`config.mk`:
```
export PLATFORM = sky130hd
export DESIGN_NAME = dpc_front_flat
export DESIGN_NICKNAME = d
export VERILOG_FILES = /design/src/design/dpc_pkg.sv /design/src/design/dpc_in_if.sv /design/src/design/dpc_front.sv /design/src/flat_wrapper.sv
export SDC_FILE = /design/constraint.sdc
export NUM_CORES = 2
export LEC_CHECK = 0
export ABC_CLOCK_PERIOD_IN_PS = 9840
export BUFFER_PORTS_ARGS = -buffer_cell sky130_fd_sc_hd__buf_2
export CORE_MARGIN = 3
export CORE_UTILIZATION = 60
export DETAILED_ROUTE_END_ITERATION = 6
export PLACE_DENSITY = 0.86
export RECOVER_POWER = 25
export SYNTH_ARGS = -nofsm -noshare
export SYNTH_HDL_FRONTEND = slang
export SYNTH_SLANG_ARGS = --single-unit
```
`constraint.sdc`:
```
create_clock -name clk -period 9.84 [get_ports clk]
set_clock_uncertainty 0.05 [all_clocks]
set_input_delay 0.492 -clock clk [delete_from_list [all_inputs] [get_ports clk]]
set_output_delay 0.492 -clock clk [all_outputs]
set_load 0.01 [all_outputs]
```
`src/design/dpc_pkg.sv`:
```
// shared types, constants and codes for the datagram pattern checker
package dpc_pkg;

	localparam int HDR_BYTES  = 24;
	localparam int HDR_IDX_W  = $clog2(HDR_BYTES);
	localparam int POS_W      = 17;
	localparam int LEN_W      = POS_W + 1;
	localparam int SEQ_W      = 64;
	localparam int CFG_DATA_W = 64;
	localparam int CFG_IDX_W  = 3;
	localparam int WSUM_W     = 18;

	localparam logic [30:0] PAT_MULT = 31'd1315423911;
	localparam logic [8:0]  PAT_MOD  = 9'd251;
	localparam logic [7:0]  RES_LAST = 8'd250;
	localparam logic [3:0]  FOLD_MUL = 4'd5;

	// 256^k mod 251 for byte k of a 64-bit word, least significant first
	localparam logic [7:0] RES_WEIGHT [8] = '{
		8'd1, 8'd5, 8'd25, 8'd125, 8'd123, 8'd113, 8'd63, 8'd64
	};

	typedef enum logic [CFG_IDX_W-1:0] {
		REG_MAGIC    = 3'd0,
		REG_VERSION  = 3'd1,
		REG_SCENARIO = 3'd2,
		REG_NONCE    = 3'd3,
		REG_BODY_LEN = 3'd4
	} dpc_reg_t;

	typedef enum logic [1:0] {
		STAT_OK       = 2'd0,
		STAT_LENGTH   = 2'd1,
		STAT_MISMATCH = 2'd2
	} dpc_status_t;

	typedef struct packed {
		logic [31:0] magic;
		logic [15:0] version;
		logic [15:0] scenario;
		logic [63:0] nonce;
		logic [15:0] body_len;
	} dpc_cfg_t;

	typedef struct packed {
		logic       hdr_bad;
		logic       seed;
		logic       body;
		logic       last;
		logic       len_bad;
		logic [7:0] data;
	} dpc_ctrl_t;

	typedef struct packed {
		dpc_ctrl_t   ctrl;
		logic [63:0] val;
	} dpc_s1_t;

	typedef struct packed {
		dpc_ctrl_t          ctrl;
		logic [63:0]        val;
		logic [WSUM_W-1:0]  wsum;
	} dpc_s2_t;

	typedef struct packed {
		dpc_ctrl_t   ctrl;
		logic [63:0] val;
		logic [7:0]  res;
	} dpc_s3_t;

endpackage

```
`src/design/dpc_in_if.sv`:
```
// byte request channel into the checker
interface dpc_in_if;
	logic                      valid;
	logic                      ready;
	logic [7:0]                data_byte;
	logic                      last_byte;
	logic [dpc_pkg::SEQ_W-1:0] expected_sequence;

	modport source(output valid, data_byte, last_byte, expected_sequence, input ready);
	modport sink(input valid, data_byte, last_byte, expected_sequence, output ready);
endinterface

```
`src/design/dpc_front.sv`:
```
// input stage: byte position, sequence latch, header compare and pattern seed
module dpc_front (
	input  logic              clk,
	input  logic              arst_n,
	input  dpc_pkg::dpc_cfg_t cfg,
	dpc_in_if.sink            byte_chan,
	output dpc_pkg::dpc_s1_t  s1_item,
	output logic              s1_vld,
	input  logic              s1_ready
);
	import dpc_pkg::*;

	logic [POS_W-1:0]     pos_q;
	logic [SEQ_W-1:0]     seq_q;
	logic [62:0]          p_lo_q;
	logic [31:0]          p_hi_q;
	logic [63:0]          p_q;
	logic                 vld_s1;
	dpc_s1_t              item_s1;

	logic                 en1;
	logic                 take;
	logic                 is_hdr;
	logic [HDR_IDX_W-1:0] hdr_idx;
	logic [191:0]         hdr_vec;
	logic [7:0]           hdr_bytes [HDR_BYTES];
	logic [7:0]           hdr_exp;
	logic                 first;
	logic [LEN_W-1:0]     total;
	logic [LEN_W-1:0]     need;
	dpc_s1_t              item_d;

	assign en1            = !vld_s1 || s1_ready;
	assign byte_chan.ready = en1;
	assign take           = byte_chan.valid && en1;

	always_comb begin
		hdr_vec = {cfg.magic, cfg.version, cfg.scenario, cfg.nonce, seq_q};
		for (int k = 0; k < HDR_BYTES; k++) begin
			hdr_bytes[k] = hdr_vec[8*(HDR_BYTES-1-k) +: 8];
		end
		is_hdr  = pos_q < POS_W'(HDR_BYTES);
		hdr_idx = is_hdr ? pos_q[HDR_IDX_W-1:0] : '0;
		hdr_exp = hdr_bytes[hdr_idx];
		first   = (pos_q == '0);
		total   = {1'b0, pos_q} + LEN_W'(1);
		need    = LEN_W'(HDR_BYTES) + LEN_W'(cfg.body_len);

		item_d.ctrl.hdr_bad = (is_hdr && (byte_chan.data_byte != hdr_exp))
			|| (first && (byte_chan.expected_sequence == '0));
		item_d.ctrl.seed    = (pos_q == POS_W'(HDR_BYTES - 1));
		item_d.ctrl.body    = !is_hdr;
		item_d.ctrl.last    = byte_chan.last_byte;
		item_d.ctrl.len_bad = (total != need);
		item_d.ctrl.data    = byte_chan.data_byte;
		// start value of the body pattern, wraps at 64 bits
		item_d.val          = cfg.nonce + p_q;
	end

	always_ff @(posedge clk or negedge arst_n) begin
		if (!arst_n) begin
			pos_q  <= '0;
			seq_q  <= '0;
			vld_s1 <= 1'b0;
		end else begin
			if (en1) begin
				vld_s1 <= byte_chan.valid;
			end
			if (take) begin
				if (first) begin
					seq_q <= byte_chan.expected_sequence;
				end
				if (byte_chan.last_byte) begin
					pos_q <= '0;
				end else if (pos_q != '1) begin
					pos_q <= pos_q + POS_W'(1);
				end
			end
		end
	end

	// sequence product is registered as partial products and then as their sum, from the latched sequence
	always_ff @(posedge clk) begin
		p_lo_q <= 63'(seq_q[31:0]) * 63'(PAT_MULT);
		p_hi_q <= seq_q[63:32] * 32'(PAT_MULT);
		p_q    <= 64'(p_lo_q) + {p_hi_q, 32'b0};
		if (en1) begin
			item_s1 <= item_d;
		end
	end

	assign s1_item = item_s1;
	assign s1_vld  = vld_s1;
endmodule

```
`src/flat_wrapper.sv`:
```
// flat-port wrapper written by rule: the top's interface ports become plain ports
module dpc_front_flat import dpc_pkg::*;
  (clk, arst_n, cfg, s1_item, s1_vld, s1_ready, byte_chan_valid, byte_chan_data_byte, byte_chan_last_byte, byte_chan_expected_sequence, byte_chan_ready);
  dpc_in_if byte_chan_i ();
  input  logic clk;
  input  logic arst_n;
  input  dpc_pkg::dpc_cfg_t cfg;
  output dpc_pkg::dpc_s1_t s1_item;
  output logic s1_vld;
  input  logic s1_ready;
  input wire logic [$bits(byte_chan_i.valid)-1:0] byte_chan_valid;
  input wire logic [$bits(byte_chan_i.data_byte)-1:0] byte_chan_data_byte;
  input wire logic [$bits(byte_chan_i.last_byte)-1:0] byte_chan_last_byte;
  input wire logic [$bits(byte_chan_i.expected_sequence)-1:0] byte_chan_expected_sequence;
  output wire logic [$bits(byte_chan_i.ready)-1:0] byte_chan_ready;
  assign byte_chan_i.valid = byte_chan_valid;
  assign byte_chan_i.data_byte = byte_chan_data_byte;
  assign byte_chan_i.last_byte = byte_chan_last_byte;
  assign byte_chan_i.expected_sequence = byte_chan_expected_sequence;
  assign byte_chan_ready = byte_chan_i.ready;
  dpc_front u_core (.clk(clk), .arst_n(arst_n), .cfg(cfg), .byte_chan(byte_chan_i), .s1_item(s1_item), .s1_vld(s1_vld), .s1_ready(s1_ready));
endmodule
```
* Word level (Yosys, flattened, before mapping)
Cells that the tools add are included.
Storage, ports and cells: bits in registers 318, input port bits 221, logic and storage cells 45, output and inout bits 79
Operators by class: equal/unequal tests 4, $mul 2, $lt $le $gt $ge 2, reduce and logical (&&, ||, !) cells 12, mux-type cells 6, add/subtract/negate cells 5, bitwise logic cells 1
Operators by type and width (number):
- 63-bit by 64-bit adder with 64-bit output | 1
- 64-bit adder | 1
- 64-bit zero test | 1
- 32-bit by 31-bit multiplier with 63-bit output, second input constant | 1
- 8-bit binary-select mux with 5-bit select | 1
- 17-bit 2-to-1 mux | 2
- 32-bit by 31-bit multiplier with 32-bit output, second input constant | 1
- 17-bit by 1-bit adder with 18-bit output, second input constant | 1
- 18-bit inequality test | 1
- 17-bit by 1-bit adder with 17-bit output, second input constant | 1
- 5-bit by 16-bit adder with 17-bit output, first input constant | 1
- 17-bit by 5-bit equality test with 1-bit output, second input constant | 1
- 17-bit zero test | 1
- 17-bit by 5-bit < comparator with 1-bit output, second input constant | 1
- 17-bit inequality test, second input constant | 1
- 8-bit 2-to-1 mux | 2
- 8-bit inequality test | 1
- 6-bit greater-or-equal comparator, second input constant | 1
- 5-bit NOT with 6-bit output | 1
- 5-bit 2-to-1 mux | 1
- 2-bit AND reduction | 2
- 1-bit logical AND | 3
- 1-bit zero test | 2
- 1-bit logical OR | 2
- 2-bit nonzero test | 1

* Longest topological paths before layout
depth after elaboration 9, mapped depth 26, gate-level depth less buffers 26

* Worst setup path after synthesis
No wires, ideal clock.
path type register -> register, start point register u_core.seq_q[4], end point register u_core.p_lo_q[60], library setup time 95 ps, stages on the path, launching flop included 23, buffers on the path 0, period minus slack after synthesis 7180 ps, data arrival time 7035 ps, setup slack 2660 ps, data required time 9695 ps, cells stage by stage dfrtp_1 fa_1 fa_1 inv_1 fa_1 fa_1 inv_1 fa_1 fa_1 fa_1 fa_1 ha_1 nand2_1 or3_1 or4_1 o211ai_1 a211oi_1 a21oi_1 o31ai_1 o21ba_2 o21bai_1 nand3_1 a221oi_1
Between the ends: word-level cells in the longest chain between the ends 1
RTL lines:
- from (decl) | line dpc_front.sv:14 | logic [SEQ_W-1:0] seq_q;
- from (signal assigned) | line dpc_front.sv:71 | seq_q <= byte_chan.expected_sequence;
- 32-bit by 31-bit multiplier with 63-bit output | line dpc_front.sv:84 | p_lo_q <= 63'(seq_q[31:0]) * 63'(PAT_MULT);
- to (signal assigned) | line dpc_front.sv:84
- to (decl) | line dpc_front.sv:15 | logic [62:0] p_lo_q;
Every way passes these cells. A chain may end at the register's enable or synchronous reset.

* Worst setup path in the final report
start point register u_core.seq_q[16], end point register u_core.p_lo_q[58]
The elaborated chain is that of the path after synthesis.

==> tab_implementation.tex <==
\begin{tabular}{lr}
\hline
Metric & Value \\
\hline
\multicolumn{2}{l}{\textbf{STA}} \\
\quad Final total negative setup slack & 0 ns \\
\quad Final worst-path cycle share & 84.2\% \\
\quad Upper clock frequency limit & 0.121 GHz \\
\quad Final hold viol count & 0 \\
\quad Time the final worst path needs with I/O delays and setup & 8.28 ns \\
\quad Tightest Pin Transition & 2.50 ns \\
\quad Final Slew Violations & 65 \\
\quad Endpoints failing setup & 0 \\
\quad Max-slew headroom at the worst pin & -66.7\% \\
\quad RSZ-0062 raised after global routing & false \\
\multicolumn{2}{l}{\textbf{Run status}} \\
\quad Run status & finished, violations left \\
\quad Failing checks & capacitance limit, slew limit \\
\multicolumn{2}{l}{\textbf{GRT}} \\
\quad GRT Residual Overflow & 0 \\
\quad Number of antenna violations at the first check in global routing & 13 \\
\quad Global-route wire length before repair & 212000 um \\
\quad Met1 track utilization from global routing & 48.0\% \\
\quad Number of global-route vias before repair & 35300 \\
\quad GR Layer Usage met2 & 57.3\% \\
\quad Met3 layer usage reported by global route & 11.7\% \\
\quad Busiest layer in global routing & met2 \\
\quad Overall fraction of global-route tracks in use & 37.9\% \\
\quad Maximum number of pins on one net before global-route repair & 53 \\
\multicolumn{2}{l}{\textbf{Critical path}} \\
\quad Crit path cell chain & fa\_1 > fa\_1 > inv\_1 > fa\_1 > fa\_1 > inv\_1 > fa\_1 > fa\_1 > fa\_1 > inv\_1 > fa\_1 > inv\_1 > ha\_1 > a21oi\_1 > o211ai\_1 > a211oi\_1 > a21oi\_1 > o31ai\_1 > o21a\_1 > o21ai\_1 > o311ai\_0 \\
\quad Critical path class & register to register \\
\quad Number of buffer and inverter stages on the critical path & 4 \\
\quad Dominant cell type by count on the critical path & sky130\_fd\_sc\_hd\_\_fa\_1 \\
\quad Biggest fanout along the worst timing path & 14 \\
\quad Kind of cell with the highest combined delay on the critical path & adder cells \\
\quad Endpoint type of the worst setup path & register \\
\quad Peak per-stage delay on the critical path & 0.74 ns \\
\quad WP data required & 10.23 ns \\
\quad Arrival time of the worst setup path & 8.67 ns \\
\quad Category of the worst setup path launch point & register \\
\quad Slowest stage cell, crit path & sky130\_fd\_sc\_hd\_\_dfrtp\_1 \\
\multicolumn{2}{l}{\textbf{Detailed routing}} \\
\quad Remaining number of nets flagged by the antenna check after routing & 0 \\
\quad Iteration count of the initial detailed-routing pass & 6 \\
\quad Number of vias after detailed routing & 34000 \\
\quad Final Routed Wirelength & 142000 um \\
\quad Average wire length per cell after detail routing & 25.2 um \\
\quad Iteration-0 DRC Markers & 3219 \\
\quad DRC violations left & 0 \\
\quad Per-cell via count in the routed design & 6.04 \\
\multicolumn{2}{l}{\textbf{Clock tree}} \\
\quad Number of sinks on the clock net & 318 \\
\quad Clock-pin transition on the worst setup and hold timing paths & 0.08 ns \\
\quad CTS Buf Count & 40 \\
\quad Buffer type at the clock tree root & sky130\_fd\_sc\_hd\_\_clkbuf\_16 \\
\quad Post-CTS sizing & 0 \\
\quad H-tree depth & 2 \\
\quad Total setup buffers inserted after CTS & 0 \\
\quad Worst-Skew Late Latency & 0.59 ns \\
\quad Buffers from clock root to sink, at most & 3 \\
\quad TritonCTS clock tree & yes \\
\multicolumn{2}{l}{\textbf{Logic synthesis}} \\
\quad \#FFs+latches synth & 318 \\
\quad Count of flip-flops with a built-in enable after synthesis & 77 \\
\quad Ys async rst share & 25.8\% \\
\quad Dominant synthesized flop cell & sky130\_fd\_sc\_hd\_\_dfxtp\_1 \\
\quad Number of warning messages in the yosys log & 0 \\
\quad Number of nets in the synthesized netlist & 5889 \\
\quad Portion of the post-synthesis area used by sequential elements & 17.3\% \\
\quad Synthesized area per cell & 10.0 um2 \\
\quad Mapped Area & 43600 um2 \\
\quad Count of different cell masters after synthesis & 79 \\
\quad Gate count after technology mapping & 4336 \\
\multicolumn{2}{l}{\textbf{Cells and area}} \\
\quad Layout cells sized above 1 & 9.82\% \\
\quad Number of nets in the finished design & 6186 \\
\quad Commonest non-fill, non-tap cells in the layout & sky130\_fd\_sc\_hd\_\_inv\_1, sky130\_fd\_sc\_hd\_\_ha\_1, sky130\_fd\_sc\_hd\_\_fa\_1 \\
\quad Area added between synthesis and finish & 8.99\% \\
\quad Area of the multi-input gates & 31800 um2 \\
\quad Fill cell instance count of the final layout & 5476 \\
\quad Leading cell type in the layout, fill and taps excluded & sky130\_fd\_sc\_hd\_\_inv\_1 \\
\quad Area of all sequential standard cells & 7550 um2 \\
\multicolumn{2}{l}{\textbf{Die}} \\
\quad Area of the core & 71700 um2 \\
\quad Starting density of the core & 60.7\% \\
\quad DIE HEIGHT & 275 um \\
\quad Area of the die & 75900 um2 \\
\quad Site row count & 98 \\
\quad DIE WIDTH & 275 um \\
\quad Top-level I/O count & 300 \\
\multicolumn{2}{l}{\textbf{Flow run}} \\
\quad Max Cap Viol & 2 \\
\multicolumn{2}{l}{\textbf{Place}} \\
\quad Final estimated routing congestion in global placement & 1.00 \\
\quad Detail Placement HPWL & 119000 um \\
\quad I/O Buffers & 299 \\
\multicolumn{2}{l}{\textbf{Worst hold path}} \\
\quad Worst min-delay path class & primary input to register \\
\hline
\end{tabular}
path summary, 6_finish.rpt:
kind,endpoint,slack (ns),depth (start not counted),start
min in group asynchronous,u_core.seq_q[1]$_DFFE_PN0P_,1.17,2,arst_n
max in group asynchronous,u_core.pos_q[0]$_DFFE_PN0P_,6.62,3,arst_n
setup reg to reg,u_core.p_lo_q[58]$_DFF_P_,1.56,21,u_core.seq_q[16]$_DFFE_PN0P_
hold reg to reg,u_core.p_q[29]$_DFF_P_,0.27,0,u_core.p_lo_q[29]$_DFF_P_
setup / recovery,u_core.p_lo_q[58]$_DFF_P_,1.56,21,u_core.seq_q[16]$_DFFE_PN0P_
hold / removal,u_core.seq_q[34]$_DFFE_PN0P_,0.10,2,byte_chan_expected_sequence[34]
layer usage:
metal  vias up  routed length, um  part of all wire (%)
li1      14700                  -                     -
met2      2029              61100                    43
met3       550              16900                    12
met5         -                 51                 0.036
met4         8              10300                   7.3
met1     16700              53400                    38
cells by family (layout without fill, tap and decap cells):
group	count (synthesis)	after routing	synth area share, %
adder cells (fa/ha/maj)	1332	1332	49.2
buffers and inverters	1105	1433	9.63
AO/OA/AOI/OAI	649	649	9.51
AND/OR/NAND/NOR	585	585	6.67
flip-flops	318	318	17.3
XOR/XNOR	249	249	5.01
multiplexers	98	98	2.66
other	0	9	0
Yosys cell counts, types with 6 or more instances:
master	n	share of area (%)
sky130_fd_sc_hd__inv_1	1031	8.9
sky130_fd_sc_hd__ha_1	697	20
sky130_fd_sc_hd__fa_1	635	29
sky130_fd_sc_hd__a21oi_1	194	2.2
sky130_fd_sc_hd__nand2_1	189	1.6
sky130_fd_sc_hd__xnor2_1	184	3.7
sky130_fd_sc_hd__dfxtp_1	159	7.3
sky130_fd_sc_hd__o21ai_0	123	1.4
sky130_fd_sc_hd__nor2_1	110	0.95
sky130_fd_sc_hd__a21o_1	88	1.5
sky130_fd_sc_hd__dfrtp_1	82	4.7
sky130_fd_sc_hd__edfxtp_1	77	5.3
sky130_fd_sc_hd__mux2_2	67	1.7
sky130_fd_sc_hd__xor2_1	65	1.3
sky130_fd_sc_hd__clkbuf_1	57	0.49
sky130_fd_sc_hd__nand3_1	53	0.61
sky130_fd_sc_hd__and3_1	45	0.65
sky130_fd_sc_hd__a211oi_1	35	0.60
sky130_fd_sc_hd__a31oi_1	33	0.47
sky130_fd_sc_hd__nand4_1	31	0.45
sky130_fd_sc_hd__o21bai_1	31	0.53
sky130_fd_sc_hd__nand2b_1	30	0.43
sky130_fd_sc_hd__nor3_1	29	0.33
sky130_fd_sc_hd__o21a_1	26	0.45
sky130_fd_sc_hd__mux2i_1	24	0.55
sky130_fd_sc_hd__nor4_1	23	0.33
sky130_fd_sc_hd__o211ai_1	17	0.29
sky130_fd_sc_hd__nor2b_1	16	0.23
sky130_fd_sc_hd__a221oi_1	11	0.22
sky130_fd_sc_hd__o221ai_1	11	0.22
sky130_fd_sc_hd__or2_2	10	0.14
sky130_fd_sc_hd__or3_1	10	0.14
sky130_fd_sc_hd__o22ai_1	9	0.13
sky130_fd_sc_hd__nand3b_1	8	0.14
sky130_fd_sc_hd__o31ai_1	8	0.14
sky130_fd_sc_hd__a311oi_1	7	0.14
sky130_fd_sc_hd__and2_1	6	0.086
sky130_fd_sc_hd__or4_1	6	0.10
flip-flops by register name (all words and copies together), names as in the netlist:
signal	cells
u_core.p_lo_q	63
u_core.p_hi_q	32
u_core.p_q	64
u_core.s1_vld	1
u_core.seq_q	64
u_core.pos_q	17
u_core.s1_item	77
stage by stage:
| step | cells | utilization (%) | hold WS [ns] | setup slack, ns | cell area (um2) |
|---|---|---|---|---|---|
| floorplan | 4336 | - | 0.146 | 2.66 | 43600 |
| finish | 5623 | 66.2 | 0.104 | 1.56 | 47500 |
| global route | 5616 | 66.2 | 0.107 | 1.39 | 47500 |
| detailed placement | 5539 | 64.4 | 0.262 | 1.73 | 46200 |
| CTS | 5613 | 66.2 | 0.0813 | 1.70 | 47500 |
| global placement | 5539 | 64.4 | 0.264 | 2.00 | 46200 |
what timing repair did:
action,CTS,global route
setup endpoints to repair,0,0
hold endpoints to repair,30,0
hold buffers,1,0
cell type report:
cell class / count / area share [%]
Multi-Input combinational cell: 2913 / 67.1
Sequential cell: 318 / 15.9
Inverter: 1031 / 8.15
Timing Repair Buffer: 329 / 3.53
Tap cell: 950 / 2.50
Clock buffer: 52 / 2.33
Clock inverter: 21 / 0.466
Antenna cell: 9 / 0.0474
Power is not shown: default switching activity piles up to over one toggle a cycle in this logic, so the estimate is an artifact.
